$ cat config.mk
export PLATFORM = sky130hd
export DESIGN_NAME = encoder_tuner_panel_flat
export DESIGN_NICKNAME = d
export VERILOG_FILES = /design/src/etp_pkg.sv /design/src/etp_if.sv /design/src/encoder_tuner_panel.sv /design/src/flat_wrapper.sv
export SDC_FILE = /design/constraint.sdc
export NUM_CORES = 1
export LEC_CHECK = 0
export BUFFER_PORTS_ARGS = -buffer_cell sky130_fd_sc_hd__buf_2
export CORE_MARGIN = 2
export CORE_UTILIZATION = 58
export DETAILED_ROUTE_END_ITERATION = 10
export GPL_ROUTABILITY_DRIVEN = 0
export PLACE_DENSITY = 0.81
export SLEW_MARGIN = 15
export SYNTH_ARGS = -nofsm -noshare
export SYNTH_HDL_FRONTEND = slang
export SYNTH_SLANG_ARGS = --single-unit
$ cat constraint.sdc
create_clock -name clk -period 19.34 [get_ports clk]
set_input_delay 3.868 -clock clk [delete_from_list [all_inputs] [get_ports clk]]
set_output_delay 3.868 -clock clk [all_outputs]
set_load 0.02 [all_outputs]
$ cat src/etp_pkg.sv
// Package with shared widths, reset values, register indexes and display tables.
`timescale 1ns / 1ps

package etp_pkg;

  localparam int FREQ_W     = 14;
  localparam int STEP_W     = 10;
  localparam int VOL_W      = 16;
  localparam int ENC_W      = 2;
  localparam int BYTE_W     = 8;
  localparam int SEG_W      = 8;
  localparam int CODE_W     = 3;
  localparam int DIGITS     = 4;
  localparam int POS_W      = 2;
  localparam int CFG_IDX_W  = 3;
  localparam int CFG_DATA_W = 16;

  localparam logic [FREQ_W-1:0] FREQ_LOW_RST  = 14'd8810;
  localparam logic [FREQ_W-1:0] FREQ_HIGH_RST = 14'd10790;
  localparam logic [STEP_W-1:0] FREQ_STEP_RST = 10'd20;
  localparam logic [VOL_W-1:0]  VOL_STEP_RST  = 16'h1000;
  localparam logic [VOL_W-1:0]  VOL_MAX_RST   = 16'hF000;
  localparam logic [FREQ_W-1:0] FREQ_RST      = 14'd8810;

  localparam logic [CFG_IDX_W-1:0] REG_FREQ_LOW  = 3'd0;
  localparam logic [CFG_IDX_W-1:0] REG_FREQ_HIGH = 3'd1;
  localparam logic [CFG_IDX_W-1:0] REG_FREQ_STEP = 3'd2;
  localparam logic [CFG_IDX_W-1:0] REG_VOL_STEP  = 3'd3;
  localparam logic [CFG_IDX_W-1:0] REG_VOL_MAX   = 3'd4;

  localparam logic [ENC_W-1:0] ENC_PHASE_A = 2'b10;
  localparam logic [ENC_W-1:0] ENC_PHASE_B = 2'b00;

  localparam logic [SEG_W-1:0] SEG_BLANK = 8'hFF;
  localparam logic [SEG_W-1:0] DP_MASK   = 8'h7F;

  localparam logic [CODE_W-1:0] CODE_POS1 = 3'd1;

  // Reciprocal multipliers; each quotient is exact for every 14-bit value.
  localparam logic [15:0] RECIP_10    = 16'd52429;
  localparam int          SHIFT_10    = 19;
  localparam logic [15:0] RECIP_100   = 16'd5243;
  localparam int          SHIFT_100   = 19;
  localparam logic [15:0] RECIP_1000  = 16'd16778;
  localparam int          SHIFT_1000  = 24;
  localparam logic [15:0] RECIP_10000 = 16'd13422;
  localparam int          SHIFT_10000 = 27;

  typedef enum logic [1:0] {
    DIR_NONE,
    DIR_CW,
    DIR_CCW
  } dir_t;

  typedef struct packed {
    logic [FREQ_W-1:0] freq;
    logic [VOL_W-1:0]  vol;
    logic              retune;
    logic [POS_W-1:0]  pos;
  } etp_stage_t;

  function automatic dir_t enc_dir(input logic [ENC_W-1:0] prev,
                                   input logic [ENC_W-1:0] cur,
                                   input logic             vld);
    dir_t d;
    d = DIR_NONE;
    if (vld && prev == ENC_PHASE_A && cur == ENC_PHASE_B) begin
      d = DIR_CW;
    end else if (vld && prev == ENC_PHASE_B && cur == ENC_PHASE_A) begin
      d = DIR_CCW;
    end
    return d;
  endfunction

  function automatic logic [SEG_W-1:0] seg_pattern(input logic [3:0] digit);
    logic [SEG_W-1:0] s;
    case (digit)
      4'd0:    s = 8'hC0;
      4'd1:    s = 8'hF9;
      4'd2:    s = 8'hA4;
      4'd3:    s = 8'hB0;
      4'd4:    s = 8'h99;
      4'd5:    s = 8'h92;
      4'd6:    s = 8'h82;
      4'd7:    s = 8'hF8;
      4'd8:    s = 8'h80;
      4'd9:    s = 8'h90;
      default: s = SEG_BLANK;
    endcase
    return s;
  endfunction

  function automatic logic [CODE_W-1:0] digit_select(input logic [POS_W-1:0] pos);
    logic [CODE_W-1:0] c;
    case (pos)
      2'd0:    c = 3'd0;
      2'd1:    c = CODE_POS1;
      2'd2:    c = 3'd3;
      default: c = 3'd4;
    endcase
    return c;
  endfunction

endpackage

$ cat src/etp_if.sv
// Channel interfaces for the panel input, the display result and the register writes.
`timescale 1ns / 1ps

interface etp_in_if;
  import etp_pkg::*;
  logic              valid;
  logic              ready;
  logic [BYTE_W-1:0] panel_byte;
  modport source (output valid, output panel_byte, input ready);
  modport sink (input valid, input panel_byte, output ready);
endinterface

interface etp_out_if;
  import etp_pkg::*;
  logic              valid;
  logic              ready;
  logic [SEG_W-1:0]  segments;
  logic [CODE_W-1:0] digit_code;
  logic [FREQ_W-1:0] frequency;
  logic [VOL_W-1:0]  volume_level;
  logic              retune;
  modport source (output valid, output segments, output digit_code, output frequency,
                  output volume_level, output retune, input ready);
  modport sink (input valid, input segments, input digit_code, input frequency,
                input volume_level, input retune, output ready);
endinterface

interface etp_cfg_if;
  import etp_pkg::*;
  logic                  valid;
  logic                  ready;
  logic [CFG_IDX_W-1:0]  index;
  logic [CFG_DATA_W-1:0] data;
  modport source (output valid, output index, output data, input ready);
  modport sink (input valid, input index, input data, output ready);
endinterface

$ cat src/encoder_tuner_panel.sv
// Top level of the tuner panel: encoder decoding, tuning and volume state, display scan.
//
//  Channel  Dir  Contents
//  in_ch    in   panel_byte: tuning encoder in bits 1:0, volume encoder in bits 3:2
//  out_ch   out  segments, digit_code, frequency, volume_level, retune
//  cfg_ch   in   index and data of a register write, always ready
//
// One transaction is accepted per clock while the stage can advance; the result
// is registered in the stage and then in the output registers. Tuning, volume
// and scan state update at the input edge, and the digit extraction (four constant
// reciprocal multiplies) runs in the next stage. A stalled output holds its result
// while one more transaction waits in the stage. Reset is synchronous and active
// low and restores the registers, the panel state and the valid flags.
`timescale 1ns / 1ps

module encoder_tuner_panel
  import etp_pkg::*;
(
  input  logic      clk,
  input  logic      rst_n,
  etp_in_if.sink    in_ch,
  etp_out_if.source out_ch,
  etp_cfg_if.sink   cfg_ch
);

  logic [FREQ_W-1:0] freq_low_r;
  logic [FREQ_W-1:0] freq_high_r;
  logic [STEP_W-1:0] freq_step_r;
  logic [VOL_W-1:0]  vol_step_r;
  logic [VOL_W-1:0]  vol_max_r;

  logic [ENC_W-1:0]  tune_prev_r;
  logic              tune_vld_r;
  logic [ENC_W-1:0]  vol_prev_r;
  logic              vol_vld_r;
  logic [FREQ_W-1:0] freq_r;
  logic [VOL_W-1:0]  vol_r;
  logic [POS_W-1:0]  scan_r;

  logic              s1_v_r;
  etp_stage_t        s1_r;
  etp_stage_t        s1_nxt;
  logic              out_v_r;
  logic [SEG_W-1:0]  seg_r;
  logic [SEG_W-1:0]  seg_nxt;
  logic [CODE_W-1:0] code_r;
  logic [FREQ_W-1:0] ofreq_r;
  logic [VOL_W-1:0]  ovol_r;
  logic              oretune_r;

  logic              in_fire;
  logic              cfg_fire;
  logic              adv;
  logic [ENC_W-1:0]  tune_cur;
  logic [ENC_W-1:0]  vol_cur;
  dir_t              tune_dir;
  dir_t              vol_dir;
  logic [FREQ_W:0]   freq_sum;
  logic [FREQ_W-1:0] freq_diff;
  logic [FREQ_W-1:0] freq_nxt;
  logic [VOL_W:0]    vol_sum;
  logic [VOL_W-1:0]  vol_dec;
  logic [VOL_W-1:0]  vol_nxt;

  logic [10:0]       q1;
  logic [7:0]        q2;
  logic [4:0]        q3;
  logic              q4;
  logic [3:0]        dig0;
  logic [3:0]        dig1;
  logic [3:0]        dig2;
  logic [3:0]        dig3;
  logic [3:0]        dig_sel;
  logic              lit;

  assign adv       = !out_v_r || out_ch.ready;
  assign in_ch.ready = !s1_v_r || adv;
  assign in_fire   = in_ch.valid && in_ch.ready;
  assign cfg_ch.ready = 1'b1;
  assign cfg_fire  = cfg_ch.valid && cfg_ch.ready;

  assign tune_cur = in_ch.panel_byte[1:0];
  assign vol_cur  = in_ch.panel_byte[3:2];
  assign tune_dir = enc_dir(tune_prev_r, tune_cur, tune_vld_r);
  assign vol_dir  = enc_dir(vol_prev_r, vol_cur, vol_vld_r);

  always_comb begin
    freq_sum  = {1'b0, freq_r} + (FREQ_W + 1)'(freq_step_r);
    freq_diff = freq_r - FREQ_W'(freq_step_r);
    freq_nxt  = freq_r;
    case (tune_dir)
      DIR_CW: begin
        freq_nxt = (freq_sum > {1'b0, freq_high_r}) ? freq_low_r : freq_sum[FREQ_W-1:0];
      end
      DIR_CCW: begin
        if (freq_r < FREQ_W'(freq_step_r) || freq_diff < freq_low_r) begin
          freq_nxt = freq_high_r;
        end else begin
          freq_nxt = freq_diff;
        end
      end
      default: freq_nxt = freq_r;
    endcase
  end

  always_comb begin
    vol_sum = {1'b0, vol_r} + {1'b0, vol_step_r};
    vol_dec = (vol_r < vol_step_r) ? '0 : vol_r - vol_step_r;
    vol_nxt = vol_r;
    case (vol_dir)
      DIR_CW:  vol_nxt = (vol_dec > vol_max_r) ? vol_max_r : vol_dec;
      DIR_CCW: vol_nxt = (vol_sum > {1'b0, vol_max_r}) ? vol_max_r : vol_sum[VOL_W-1:0];
      default: vol_nxt = vol_r;
    endcase
  end

  always_comb begin
    s1_nxt.freq   = freq_nxt;
    s1_nxt.vol    = vol_nxt;
    s1_nxt.retune = (tune_dir != DIR_NONE) || (vol_dir != DIR_NONE);
    s1_nxt.pos    = scan_r;
  end

  always_ff @(posedge clk) begin
    if (!rst_n) begin
      freq_low_r  <= FREQ_LOW_RST;
      freq_high_r <= FREQ_HIGH_RST;
      freq_step_r <= FREQ_STEP_RST;
      vol_step_r  <= VOL_STEP_RST;
      vol_max_r   <= VOL_MAX_RST;
    end else if (cfg_fire) begin
      case (cfg_ch.index)
        REG_FREQ_LOW:  freq_low_r  <= cfg_ch.data[FREQ_W-1:0];
        REG_FREQ_HIGH: freq_high_r <= cfg_ch.data[FREQ_W-1:0];
        REG_FREQ_STEP: freq_step_r <= cfg_ch.data[STEP_W-1:0];
        REG_VOL_STEP:  vol_step_r  <= cfg_ch.data[VOL_W-1:0];
        REG_VOL_MAX:   vol_max_r   <= cfg_ch.data[VOL_W-1:0];
        default: ;
      endcase
    end
  end

  always_ff @(posedge clk) begin
    if (!rst_n) begin
      tune_prev_r <= '0;
      tune_vld_r  <= 1'b1;
      vol_prev_r  <= '0;
      vol_vld_r   <= 1'b1;
      freq_r      <= FREQ_RST;
      vol_r       <= '0;
      scan_r      <= '0;
    end else if (in_fire) begin
      if (tune_dir != DIR_NONE) begin
        tune_vld_r <= 1'b0;
      end else begin
        tune_prev_r <= tune_cur;
        tune_vld_r  <= 1'b1;
      end
      if (vol_dir != DIR_NONE) begin
        vol_vld_r <= 1'b0;
      end else begin
        vol_prev_r <= vol_cur;
        vol_vld_r  <= 1'b1;
      end
      freq_r <= freq_nxt;
      vol_r  <= vol_nxt;
      scan_r <= scan_r + POS_W'(1);
    end
  end

  always_ff @(posedge clk) begin
    if (!rst_n) begin
      s1_v_r <= 1'b0;
    end else if (in_fire) begin
      s1_v_r <= 1'b1;
    end else if (adv) begin
      s1_v_r <= 1'b0;
    end
  end

  always_ff @(posedge clk) begin
    if (in_fire) begin
      s1_r <= s1_nxt;
    end
  end

  always_comb begin
    q1 = 11'((32'(s1_r.freq) * 32'(RECIP_10)) >> SHIFT_10);
    q2 = 8'((32'(s1_r.freq) * 32'(RECIP_100)) >> SHIFT_100);
    q3 = 5'((32'(s1_r.freq) * 32'(RECIP_1000)) >> SHIFT_1000);
    q4 = 1'((32'(s1_r.freq) * 32'(RECIP_10000)) >> SHIFT_10000);
    dig0 = 4'(q1 - 11'(q2) * 11'd10);
    dig1 = 4'(q2 - 8'(q3) * 8'd10);
    dig2 = 4'(q3 - 5'(q4) * 5'd10);
    dig3 = 4'(q4);
    case (s1_r.pos)
      2'd0: begin
        dig_sel = dig0;
        lit     = 1'b1;
      end
      2'd1: begin
        dig_sel = dig1;
        lit     = (q2 != '0);
      end
      2'd2: begin
        dig_sel = dig2;
        lit     = (q3 != '0);
      end
      default: begin
        dig_sel = dig3;
        lit     = q4;
      end
    endcase
    if (!lit) begin
      seg_nxt = SEG_BLANK;
    end else if (s1_r.pos == 2'd1) begin
      seg_nxt = seg_pattern(dig_sel) & DP_MASK;
    end else begin
      seg_nxt = seg_pattern(dig_sel);
    end
  end

  always_ff @(posedge clk) begin
    if (!rst_n) begin
      out_v_r <= 1'b0;
    end else if (adv) begin
      out_v_r <= s1_v_r;
    end
  end

  always_ff @(posedge clk) begin
    if (adv && s1_v_r) begin
      seg_r     <= seg_nxt;
      code_r    <= digit_select(s1_r.pos);
      ofreq_r   <= s1_r.freq;
      ovol_r    <= s1_r.vol;
      oretune_r <= s1_r.retune;
    end
  end

  assign out_ch.valid        = out_v_r;
  assign out_ch.segments     = seg_r;
  assign out_ch.digit_code   = code_r;
  assign out_ch.frequency    = ofreq_r;
  assign out_ch.volume_level = ovol_r;
  assign out_ch.retune       = oretune_r;

  // A tuning detent must suppress the next tuning sample.
  a_tune_holdoff: assert property (@(posedge clk) disable iff (!rst_n)
    in_fire && tune_dir != DIR_NONE |=> !tune_vld_r)
    else $error("tuning detent did not invalidate the previous sample");

  // The scan position advances by one with every accepted transaction.
  a_scan_step: assert property (@(posedge clk) disable iff (!rst_n)
    in_fire |=> scan_r == POS_W'($past(scan_r) + POS_W'(1)))
    else $error("scan position did not advance");

  // A staged transaction is never dropped while the output is stalled.
  a_stage_hold: assert property (@(posedge clk) disable iff (!rst_n)
    s1_v_r && !adv |=> s1_v_r && $stable(s1_r))
    else $error("staged transaction lost during a stall");

  // The decimal point is only lit on the second digit position.
  a_dp_pos: assert property (@(posedge clk) disable iff (!rst_n)
    out_v_r && !out_ch.segments[SEG_W-1] |-> out_ch.digit_code == CODE_POS1)
    else $error("decimal point on the wrong digit");

endmodule
$ cat src/flat_wrapper.sv
// flat-port wrapper written by rule: the top's interface ports become plain ports
module encoder_tuner_panel_flat import etp_pkg::*;
  (clk, rst_n, in_ch_valid, in_ch_panel_byte, in_ch_ready, out_ch_valid, out_ch_segments, out_ch_digit_code, out_ch_frequency, out_ch_volume_level, out_ch_retune, out_ch_ready, cfg_ch_valid, cfg_ch_index, cfg_ch_data, cfg_ch_ready);
  etp_in_if in_ch_i ();
  etp_out_if out_ch_i ();
  etp_cfg_if cfg_ch_i ();
  input  logic clk;
  input  logic rst_n;
  input wire logic [$bits(in_ch_i.valid)-1:0] in_ch_valid;
  input wire logic [$bits(in_ch_i.panel_byte)-1:0] in_ch_panel_byte;
  output wire logic [$bits(in_ch_i.ready)-1:0] in_ch_ready;
  output wire logic [$bits(out_ch_i.valid)-1:0] out_ch_valid;
  output wire logic [$bits(out_ch_i.segments)-1:0] out_ch_segments;
  output wire logic [$bits(out_ch_i.digit_code)-1:0] out_ch_digit_code;
  output wire logic [$bits(out_ch_i.frequency)-1:0] out_ch_frequency;
  output wire logic [$bits(out_ch_i.volume_level)-1:0] out_ch_volume_level;
  output wire logic [$bits(out_ch_i.retune)-1:0] out_ch_retune;
  input wire logic [$bits(out_ch_i.ready)-1:0] out_ch_ready;
  input wire logic [$bits(cfg_ch_i.valid)-1:0] cfg_ch_valid;
  input wire logic [$bits(cfg_ch_i.index)-1:0] cfg_ch_index;
  input wire logic [$bits(cfg_ch_i.data)-1:0] cfg_ch_data;
  output wire logic [$bits(cfg_ch_i.ready)-1:0] cfg_ch_ready;
  assign in_ch_i.valid = in_ch_valid;
  assign in_ch_i.panel_byte = in_ch_panel_byte;
  assign in_ch_ready = in_ch_i.ready;
  assign out_ch_valid = out_ch_i.valid;
  assign out_ch_segments = out_ch_i.segments;
  assign out_ch_digit_code = out_ch_i.digit_code;
  assign out_ch_frequency = out_ch_i.frequency;
  assign out_ch_volume_level = out_ch_i.volume_level;
  assign out_ch_retune = out_ch_i.retune;
  assign out_ch_i.ready = out_ch_ready;
  assign cfg_ch_i.valid = cfg_ch_valid;
  assign cfg_ch_i.index = cfg_ch_index;
  assign cfg_ch_i.data = cfg_ch_data;
  assign cfg_ch_ready = cfg_ch_i.ready;
  encoder_tuner_panel u_core (.clk(clk), .rst_n(rst_n), .in_ch(in_ch_i), .out_ch(out_ch_i), .cfg_ch(cfg_ch_i));
endmodule
# Word-level counts from Yosys, hierarchy flattened
# Memories as Yosys holds them, arrays and structs flattened.
# Index checks and enable logic that the tools add are counted.
[word_totals] regBits=185 latchBits=0 mem_bits_rw=0 mem_bits_ro=224 in_bits=32 output_inout_bits=45 word_cells=115 n_memories=2
[classes] add_sub_neg=8 mul=7 div_mod_pow=0 order_cmp=6 n_eq_ne=14 shifts=0 muxes=19 bitwise=2 reduce_logical=34
[mem_list] memory="(name not given)" words=16 width=7 read_ports=1 rd_clocked_by_memory_dff=0 wr=0 line_no="etp_pkg.sv:77" text="case (digit)"
[mem_list] memory="(name not given)" words=16 width=7 read_ports=1 rd_clocked_by_memory_dff=0 wr=0 line_no="etp_pkg.sv:77"
[op_table] cell="14-bit by 13-bit multiplier with 27-bit output (second input constant)" count=2
[op_table] cell="16-bit 2-to-1 mux" count=3
[op_table] cell="16-bit case mux with 2 select lines" count=1
[op_table] cell="14-bit by 14-bit multiplier with 28-bit output (second input constant)" count=1
[op_table] cell="14-bit 2-to-1 mux" count=2
[op_table] cell="14-bit case mux with 2 select lines" count=1
[op_table] cell="14-bit by 16-bit multiplier with 23-bit output (second input constant)" count=1
[op_table] cell="16-bit by 16-bit adder with 17-bit output" count=1
[op_table] cell="17-bit by 16-bit > comparator with 1-bit output" count=1
[op_table] cell="16-bit > comparator" count=1
[op_table] cell="16-bit less-than comparator" count=1
[op_table] cell="16-bit subtractor" count=1
[op_table] cell="14-bit by 10-bit adder with 15-bit output" count=1
[op_table] cell="15-bit by 14-bit > comparator with 1-bit output" count=1
[op_table] cell="2-bit == test (second input constant)" count=7
[op_table] cell="14-bit by 10-bit less-than comparator with 1-bit output" count=1
[op_table] cell="14-bit less-than comparator" count=1
[op_table] cell="2-bit AND reduction" count=7
[op_table] cell="14-bit by 10-bit subtractor with 14-bit output" count=1
[op_table] cell="4-bit case mux with 3 select lines" count=1
[op_table] cell="4-bit subtractor" count=3
[op_table] cell="1-bit logical AND" count=10
[op_table] cell="2-bit logical NOT" count=5
[op_table] cell="3-bit case mux with 3 select lines" count=1
[op_table] cell="other kinds (19)" count=35

# Depth between registers and ports, before layout
# Gate-level depths: netlist of the first run.
[logic_depth] ltp_word=8 mapped_depth=31 mapped_depth_nobuf=31

# Worst setup path after synthesis of the first run
# OpenSTA, ideal clock, no wires.
[synth_timing] path_kind="reg-to-reg" from="register u_core.s1_r[31] (netlist bit)" to="register u_core.seg_r[6], in the netlist u_core.out_ch.segments[6], data pin" setup_ns=0.261 arrival_time_ns=8.017 required_ns=19.079 setup_slack_ns=11.062 path_stages_with_launch=32 path_buffers=0 synth_period_minus_slack_ns=8.278 path_cell_list="edfxtp_1 > clkinv_1 > ha_1 > inv_1 > fa_1 > fa_1 > inv_1 > fa_1 > inv_1 > fa_1 > inv_1 > fa_1 > inv_1 > ha_1 > a21o_1 > a21o_1 > a21o_1 > a221oi_1 > nand2_1 > a21o_1 > xnor2_1 > ha_1 > fa_1 > xnor2_1 > xnor2_1 > xnor2_1 > xnor3_1 > xnor2_2 > mux2i_1 > a211oi_2 > mux2i_1 > a311o_1"
[synth_via] elab_chain_len=6 word_cells_on_any_way=17 cone_classes="add/sub (3); mul (7); mux (3); reduce/logical (2); memory (2)"
[synth_lines] item="start: declaration" line_no="encoder_tuner_panel.sv:41" text="etp_stage_t s1_r;"
[synth_lines] item="start signal: assignment" line_no="encoder_tuner_panel.sv:183" text="s1_r <= s1_nxt;"
[synth_lines] item="14-bit by 13-bit multiplier with 27-bit output, or another cell as far along" line_no="encoder_tuner_panel.sv:189" text="q2 = 8'((32'(s1_r.freq) * 32'(RECIP_100)) >> SHIFT_100);"
[synth_lines] item="8-bit by 3-bit multiplier with 3-bit output, or another cell as far along" line_no="encoder_tuner_panel.sv:192" text="dig0 = 4'(q1 - 11'(q2) * 11'd10);"
[synth_lines] item="4-bit subtractor, on equally long branches" line_no="encoder_tuner_panel.sv:192, encoder_tuner_panel.sv:193, encoder_tuner_panel.sv:194"
[synth_lines] item="4-bit case mux with 3 select lines" line_no="encoder_tuner_panel.sv:196" text="case (s1_r.pos)"
[synth_lines] item="memory 16 x 7 bit"
[synth_lines] item="8-bit 2-to-1 mux" line_no="encoder_tuner_panel.sv:216" text="end else if (s1_r.pos == 2'd1) begin"
[synth_lines] item="end signal: assignment" line_no="encoder_tuner_panel.sv:233" text="seg_r <= seg_nxt;"
[synth_lines] item="end: declaration" line_no="encoder_tuner_panel.sv:44" text="logic [SEG_W-1:0] seg_r;"
# Parallel ways exist; a longest one is shown, timed or not.
# A chain may end at the register's enable or synchronous reset.

# Worst setup path after layout of the first run
# Same ends and word-level chain as after synthesis.

==> flow_metrics.py, run 1 <==
metrics = {
    "routing": {
        "initialDrtViolationCount": 1233,
        "wl_um": 57220,
        "viasPerCell": 5.921,
        "final_antenna_net_count": 0,
        "num_vias": 17860,
        "drc_errors": 0,
        "wl_per_cell_um": 18.97,
        "drt-pass1-iter-count": 6,
    },
    "sta": {
        "min_period_ns": 9.640,
        "hold_violations": 0,
        "final_max_slew_viol_count": 0,
        "fin_setup_tns_ns": 0,
        "timing.slew.headroom": 0.1696,
        "skew_ns": 0.01350,
        "max_freq_ghz": 0.1037,
        "layout_setup_ws_ns": 9.700,
        "setup_violations": 0,
        "rsz0062_at_grt": "false",
        "tightestPinTransition_ns": 1.239,
        "finalCritPeriodShare": 0.4984,
    },
    "flow_run": {
        "maxCapViolations": 0,
    },
    "logic_synthesis": {
        "syn_avg_cell_area_um2": 9.218,
        "ys.flop_type": "dfxtp_1",
        "synth_edf_count": 75,
        "yosysWarnings": 0,
        "syn_area_um2": 22430,
        "synth_compound_area_frac": 0.1522,
        "yosys.area_share.xor_xnor": 0.03303,
        "ys_seq_elements": 185,
        "synthMuxAreaShare": 0.008201,
        "async_flop_share": 0,
        "synth_top_family_by_area": "adder cells",
        "seq_area_frac_synth": 0.1986,
        "synthAdderAreaFrac": 0.4123,
        "post_synth_num_cell_types": 91,
        "synthSimpleGateAreaFrac": 0.1054,
        "syn_inst": 2433,
        "syn_nets": 3087,
    },
    "power": {
        "clkPwrFrac": 0.078,
        "leakage_nw": 11.69,
        "power.internal_mw": 2.188,
        "swShare": 0.5038,
        "power_mw": 4.410,
        "ir_drop_mv": 0.2801,
        "comb_power_share": 0.810,
        "switchingPower_mw": 2.222,
        "power_frac_seq": 0.112,
        "power_density_nw_per_um2": 184.2,
    },
    "cts": {
        "clk_pin_slew_worst_paths_ns": 0.07,
        "cts_resized": 0,
        "cts_setup_buffers": 0,
        "cts_buffers": 17,
        "cts_hold_buf": 0,
        "cts_tree": "done",
        "htreeDepth": 4,
        "cts.sinks": 185,
        "cts.path.max_buffers": 2,
        "clockRootBuffer": "clkbuf_16",
        "clock_insertion_delay_worst_skew_ns": 0.45,
    },
    "worst_setup_path": {
        "crit_required_ns": 19.54,
        "slowest_stage": "edfxtp_1",
        "worstSetupPathType": "reg -> reg",
        "startpoint_type": "register",
        "crit_path_max_fanout": 15,
        "endpoint_kind": "register",
        "worst_path_largest_cell_delay_ns": 0.93,
        "crit_top_cell": "fa_1",
        "arrival_ns": 9.84,
    },
    "floorplan": {
        "core_area_um2": 38380,
        "row_count": 72,
        "die_w_um": 200.6,
        "dieArea_um2": 40250,
        "start_util": 0.5844,
        "boundaryPins": 77,
        "die_h_um": 200.6,
    },
    "global_routing": {
        "grtUsageTotal": 0.2899,
        "met1_usage": 0.3452,
        "grt_antenna_before_repair": 0,
        "grt_max_degree": 116,
        "grt_overflow_total": 0,
        "grt_pass1_wl_um": 93500,
        "grt_pass1_vias": 18900,
        "met3_usage": 0.03912,
        "met2_usage": 0.5072,
        "busiest_layer": "met2",
    },
    "cells_and_area": {
        "final_area_um2": 23940,
        "antennaDiodeCount": 0,
        "final_layout_size_suffix_gt1_frac": 0.06082,
        "final_net_count": 3140,
        "final_common_cell": "inv_1",
        "layout_common_cells": "476 x inv_1, 427 x ha_1, 241 x nand2_1",
        "synthToLayoutAreaGrowth_pct": 6.745,
    },
    "hold_path": {
        "holdCritPathClass": "reg -> reg",
    },
    "place": {
        "placedInstanceArea_um2": 23360,
        "hpwl_um": 45760,
        "io_buffers": 71,
        "dp_slack_ns": 9.801,
    },
    "run_status": {
        "outcome": "completed",
    },
}
[path summary, 6_finish.rpt]
kind / start / to / slack, ns / cells past startpoint
setup / recovery: u_core.s1_r[31] / u_core.out_ch.segments[6] / 9.70 / 31
hold / removal: u_core.s1_r[13] / u_core.out_ch.volume_level[10] / 0.41 / 0
setup reg to reg: u_core.s1_r[31] / u_core.out_ch.segments[6] / 9.70 / 31
hold reg to reg: u_core.s1_r[13] / u_core.out_ch.volume_level[10] / 0.41 / 0
[state kept, by name (all words and copies together) (netlist names), 2 cells and up]
register / count
u_core.freq_low_r: 14
u_core.out_ch.volume_level: 16
u_core.freq_high_r: 14
u_core.vol_r: 16
u_core.vol_step_r: 16
u_core.out_ch.frequency: 14
u_core.tune_prev_r: 2
u_core.s1_r: 33
u_core.vol_max_r: 16
u_core.freq_step_r: 10
u_core.freq_r: 14
u_core.scan_r: 2
u_core.out_ch.segments: 8
u_core.vol_prev_r: 2
u_core.out_ch.digit_code: 3
[power by group through the flow]
stage               registers (mW)  clock network (mW)  logic (mW)
floorplan                    0.516                   0        2.68
global placement             0.501                   0        3.28
detailed placement           0.502                   0        3.50
CTS                          0.494               0.349        3.54
global route                 0.497               0.364        4.04
finish                       0.494               0.345        3.57
[metal layers]
| layer | wire length [um] | vias to the layer above |
|---|---|---|
| met5 | 0 | - |
| met1 | 22370 | 8559 |
| li1 | - | 8346 |
| met4 | 3094 | 0 |
| met3 | 3882 | 210 |
| met2 | 27870 | 748 |
[cell type report]
type | instances | area (um2)
clock buffer | 17 | 425.4
clock inverter | 15 | 155.1
fill | 3113 | 14440
inverter | 479 | 1798
multi-input combinational | 1713 | 15960
sequential | 185 | 4454
tap | 518 | 648.1
timing repair buffer | 90 | 498.0
[cells by family (layout without fill, tap and decap cells)]
group,Yosys count,in the layout
and+or+nand+nor,504,504
DFF,185,185
muxes,18,18
xor gates and xnor gates,79,79
buffers and inverters,535,601
other,1,1
adders and majority gates,622,622
AOI/OAI and AO/OA,489,489
[worst max-delay path, delay by kind of cell (launching register included)]
family / cells / cell delay (ns)
fa+ha+maj: 8 / 3.88
compound gates: 8 / 1.94
buf+inv: 6 / 1.14
xor+xnor: 6 / 1.01
flops: 1 / 0.93
mux: 2 / 0.28
simple gates: 1 / 0.17
[through the flow]
stage / instances / hold slack [ns] / util
6_report: 3017 / 0.4126 / 0.6238
5_1_grt: 3017 / 0.4204 / 0.6238
4_1_cts: 3017 / 0.4155 / 0.6238
3_5_place_dp: 2985 / 0.4066 / 0.6087
3_3_place_gp: 2985 / 0.4037 / 0.6087
2_1_floorplan: 2433 / 0.4003 / -
[synth_stat cells (35+ instances only)]
cell	n	area share
inv_1	476	0.080
ha_1	427	0.24
nand2_1	241	0.040
fa_1	195	0.17
dfxtp_1	110	0.098
a21oi_1	89	0.020
edfxtp_1	75	0.10
nor2_1	75	0.013
o21ai_0	71	0.016
a21boi_0	60	0.020
clkbuf_1	51	0.0085
xnor2_1	46	0.018
a21o_1	43	0.014
a31oi_1	35	0.0098
(Power assumes the default switching activity.)
==> inputs of run 2 (changes only) <==
clock period = 9.4 ns   (was 19.34 ns; I/O delays follow)
==> run 2 against run 1 <==
Against the previous run: first-iteration DRC count grew 20%; sequential share of layout area is essentially flat; final area increased by 0.13%; routed wire length decreased by 0.35%; die area did not move; critical path depth is 1 lower; setup slack lost 8.7 ns.
==> flow_metrics.py, run 2 (synthesis results as in run 1) <==
metrics = {
    "sta": {
        "tightestPinTransition_ns": 1.062,
        "rsz0062_at_grt": "false",
        "layout_setup_ws_ns": 0.9653,
        "timing.slew.headroom": 0.2869,
        "hold_violations": 0,
        "skew_ns": 0.008789,
        "fin_setup_tns_ns": 0,
        "final_max_slew_viol_count": 0,
        "setup_violations": 0,
        "min_period_ns": 8.435,
        "finalCritPeriodShare": 0.8973,
        "max_freq_ghz": 0.1186,
    },
    "worst_setup_path": {
        "crit_required_ns": 9.60,
        "crit_path_max_fanout": 12,
        "worst_path_largest_cell_delay_ns": 0.55,
        "worstSetupPathType": "reg -> reg",
        "slowest_stage": "fa_1",
        "arrival_ns": 8.64,
        "startpoint_type": "register",
        "crit_top_cell": "fa_1",
        "endpoint_kind": "register",
    },
    "routing": {
        "viasPerCell": 5.926,
        "initialDrtViolationCount": 1475,
        "wl_per_cell_um": 18.87,
        "drc_errors": 0,
        "wl_um": 57020,
        "num_vias": 17900,
        "drt-pass1-iter-count": 7,
        "final_antenna_net_count": 0,
    },
    "cts": {
        "cts_tree": "done",
        "htreeDepth": 4,
        "cts_resized": 0,
        "cts_buffers": 17,
        "cts_hold_buf": 0,
        "clockRootBuffer": "clkbuf_16",
        "cts_setup_buffers": 0,
        "clock_insertion_delay_worst_skew_ns": 0.46,
        "clk_pin_slew_worst_paths_ns": 0.07,
        "cts.path.max_buffers": 2,
        "cts.sinks": 185,
    },
    "cells_and_area": {
        "final_net_count": 3144,
        "antennaDiodeCount": 0,
        "final_common_cell": "inv_1",
        "final_layout_size_suffix_gt1_frac": 0.06233,
        "synthToLayoutAreaGrowth_pct": 6.885,
        "largest_reg_flops": 33,
        "layout_common_cells": "476 x inv_1, 427 x ha_1, 241 x nand2_1",
        "top_register": "u_core.s1_r",
        "final_cells": 3021,
    },
    "global_routing": {
        "grt_antenna_before_repair": 1,
        "grt_pass1_wl_um": 92200,
        "grt_overflow_total": 0,
        "grt_max_degree": 116,
        "grt_pass1_vias": 18410,
        "grtUsageTotal": 0.2881,
    },
    "power": {
        "power_frac_seq": 0.112,
        "swShare": 0.5013,
        "power_density_nw_per_um2": 377.3,
        "leakage_nw": 11.70,
        "clkPwrFrac": 0.077,
        "power.internal_mw": 4.510,
        "switchingPower_mw": 4.534,
        "comb_power_share": 0.811,
        "ir_drop_mv": 0.4855,
    },
    "run_status": {
        "outcome": "completed",
    },
    "floorplan": {
        "core_area_um2": 38380,
        "die_w_um": 200.6,
        "boundaryPins": 77,
        "row_count": 72,
        "dieArea_um2": 40250,
        "start_util": 0.5844,
        "die_h_um": 200.6,
    },
    "place": {
        "hpwl_um": 45980,
        "io_buffers": 71,
        "dp_slack_ns": 1.042,
        "dp.cells": 2989,
    },
    "hold_path": {
        "holdCritPathClass": "reg -> reg",
    },
    "flow_run": {
        "maxCapViolations": 0,
    },
}
-- run 2: path summary, 6_finish.rpt --
path	startpoint	end	slack [ns]	depth (start not counted)
setup / recovery	u_core.s1_r[28]	u_core.out_ch.segments[6]	0.97	30
hold / removal	u_core.s1_r[15]	u_core.out_ch.volume_level[12]	0.42	0
setup reg to reg	u_core.s1_r[28]	u_core.out_ch.segments[6]	0.97	30
hold reg to reg	u_core.s1_r[15]	u_core.out_ch.volume_level[12]	0.42	0
-- run 2: worst max-delay path, delay by kind of cell (launching register included) --
family | cells | cell delay (ns)
adder cells (fa/ha/maj) | 8 | 3.87
AO/OA/AOI/OAI | 8 | 2.02
multiplexers | 2 | 0.28
buffers and inverters | 5 | 0.44
flip-flops | 1 | 0.36
AND/OR/NAND/NOR | 1 | 0.16
XOR/XNOR | 6 | 1.02
-- run 2: final cells by class --
cell class                      instances  area [um2]
Clock inverter                         14       141.4
Fill cell                            3182       14410
Inverter                              479        1798
Clock buffer                           18       429.2
Sequential cell                       185        4454
Multi-Input combinational cell       1713       15970
Timing Repair Buffer                   94       528.0
Tap cell                              518       648.1
-- run 2: metrics by stage --
stage / instance area [um2] / hold WS (ns) / power [mW] / utilization
floorplan: 22430 / 0.4003 / 6.575 / -
global placement: 23390 / 0.4046 / 7.812 / 0.6094
detailed placement: 23390 / 0.4045 / 8.253 / 0.6094
CTS: 23960 / 0.4181 / 9.020 / 0.6243
global route: 23970 / 0.4233 / 10.07 / 0.6246
finish: 23970 / 0.4166 / 9.044 / 0.6246
-- run 2: power groups by stage --
stage          Sequential [mW]  Clock, mW  Combinational (mW)
2_1_floorplan             1.06          0                5.51
3_3_place_gp              1.02          0                6.79
3_5_place_dp              1.03          0                7.23
4_1_cts                   1.01      0.708                7.30
5_1_grt                   1.02      0.738                8.31
6_report                  1.01      0.696                7.34
-- run 2: routing by layer --
metal  vias up  GRT usage  share of wire
li1       8344          -              -
met1      8648     0.3413           0.39
met2       707     0.5084           0.49
met3       200    0.03734          0.067
met4         2     0.1571          0.055
met5         -          0        0.00019
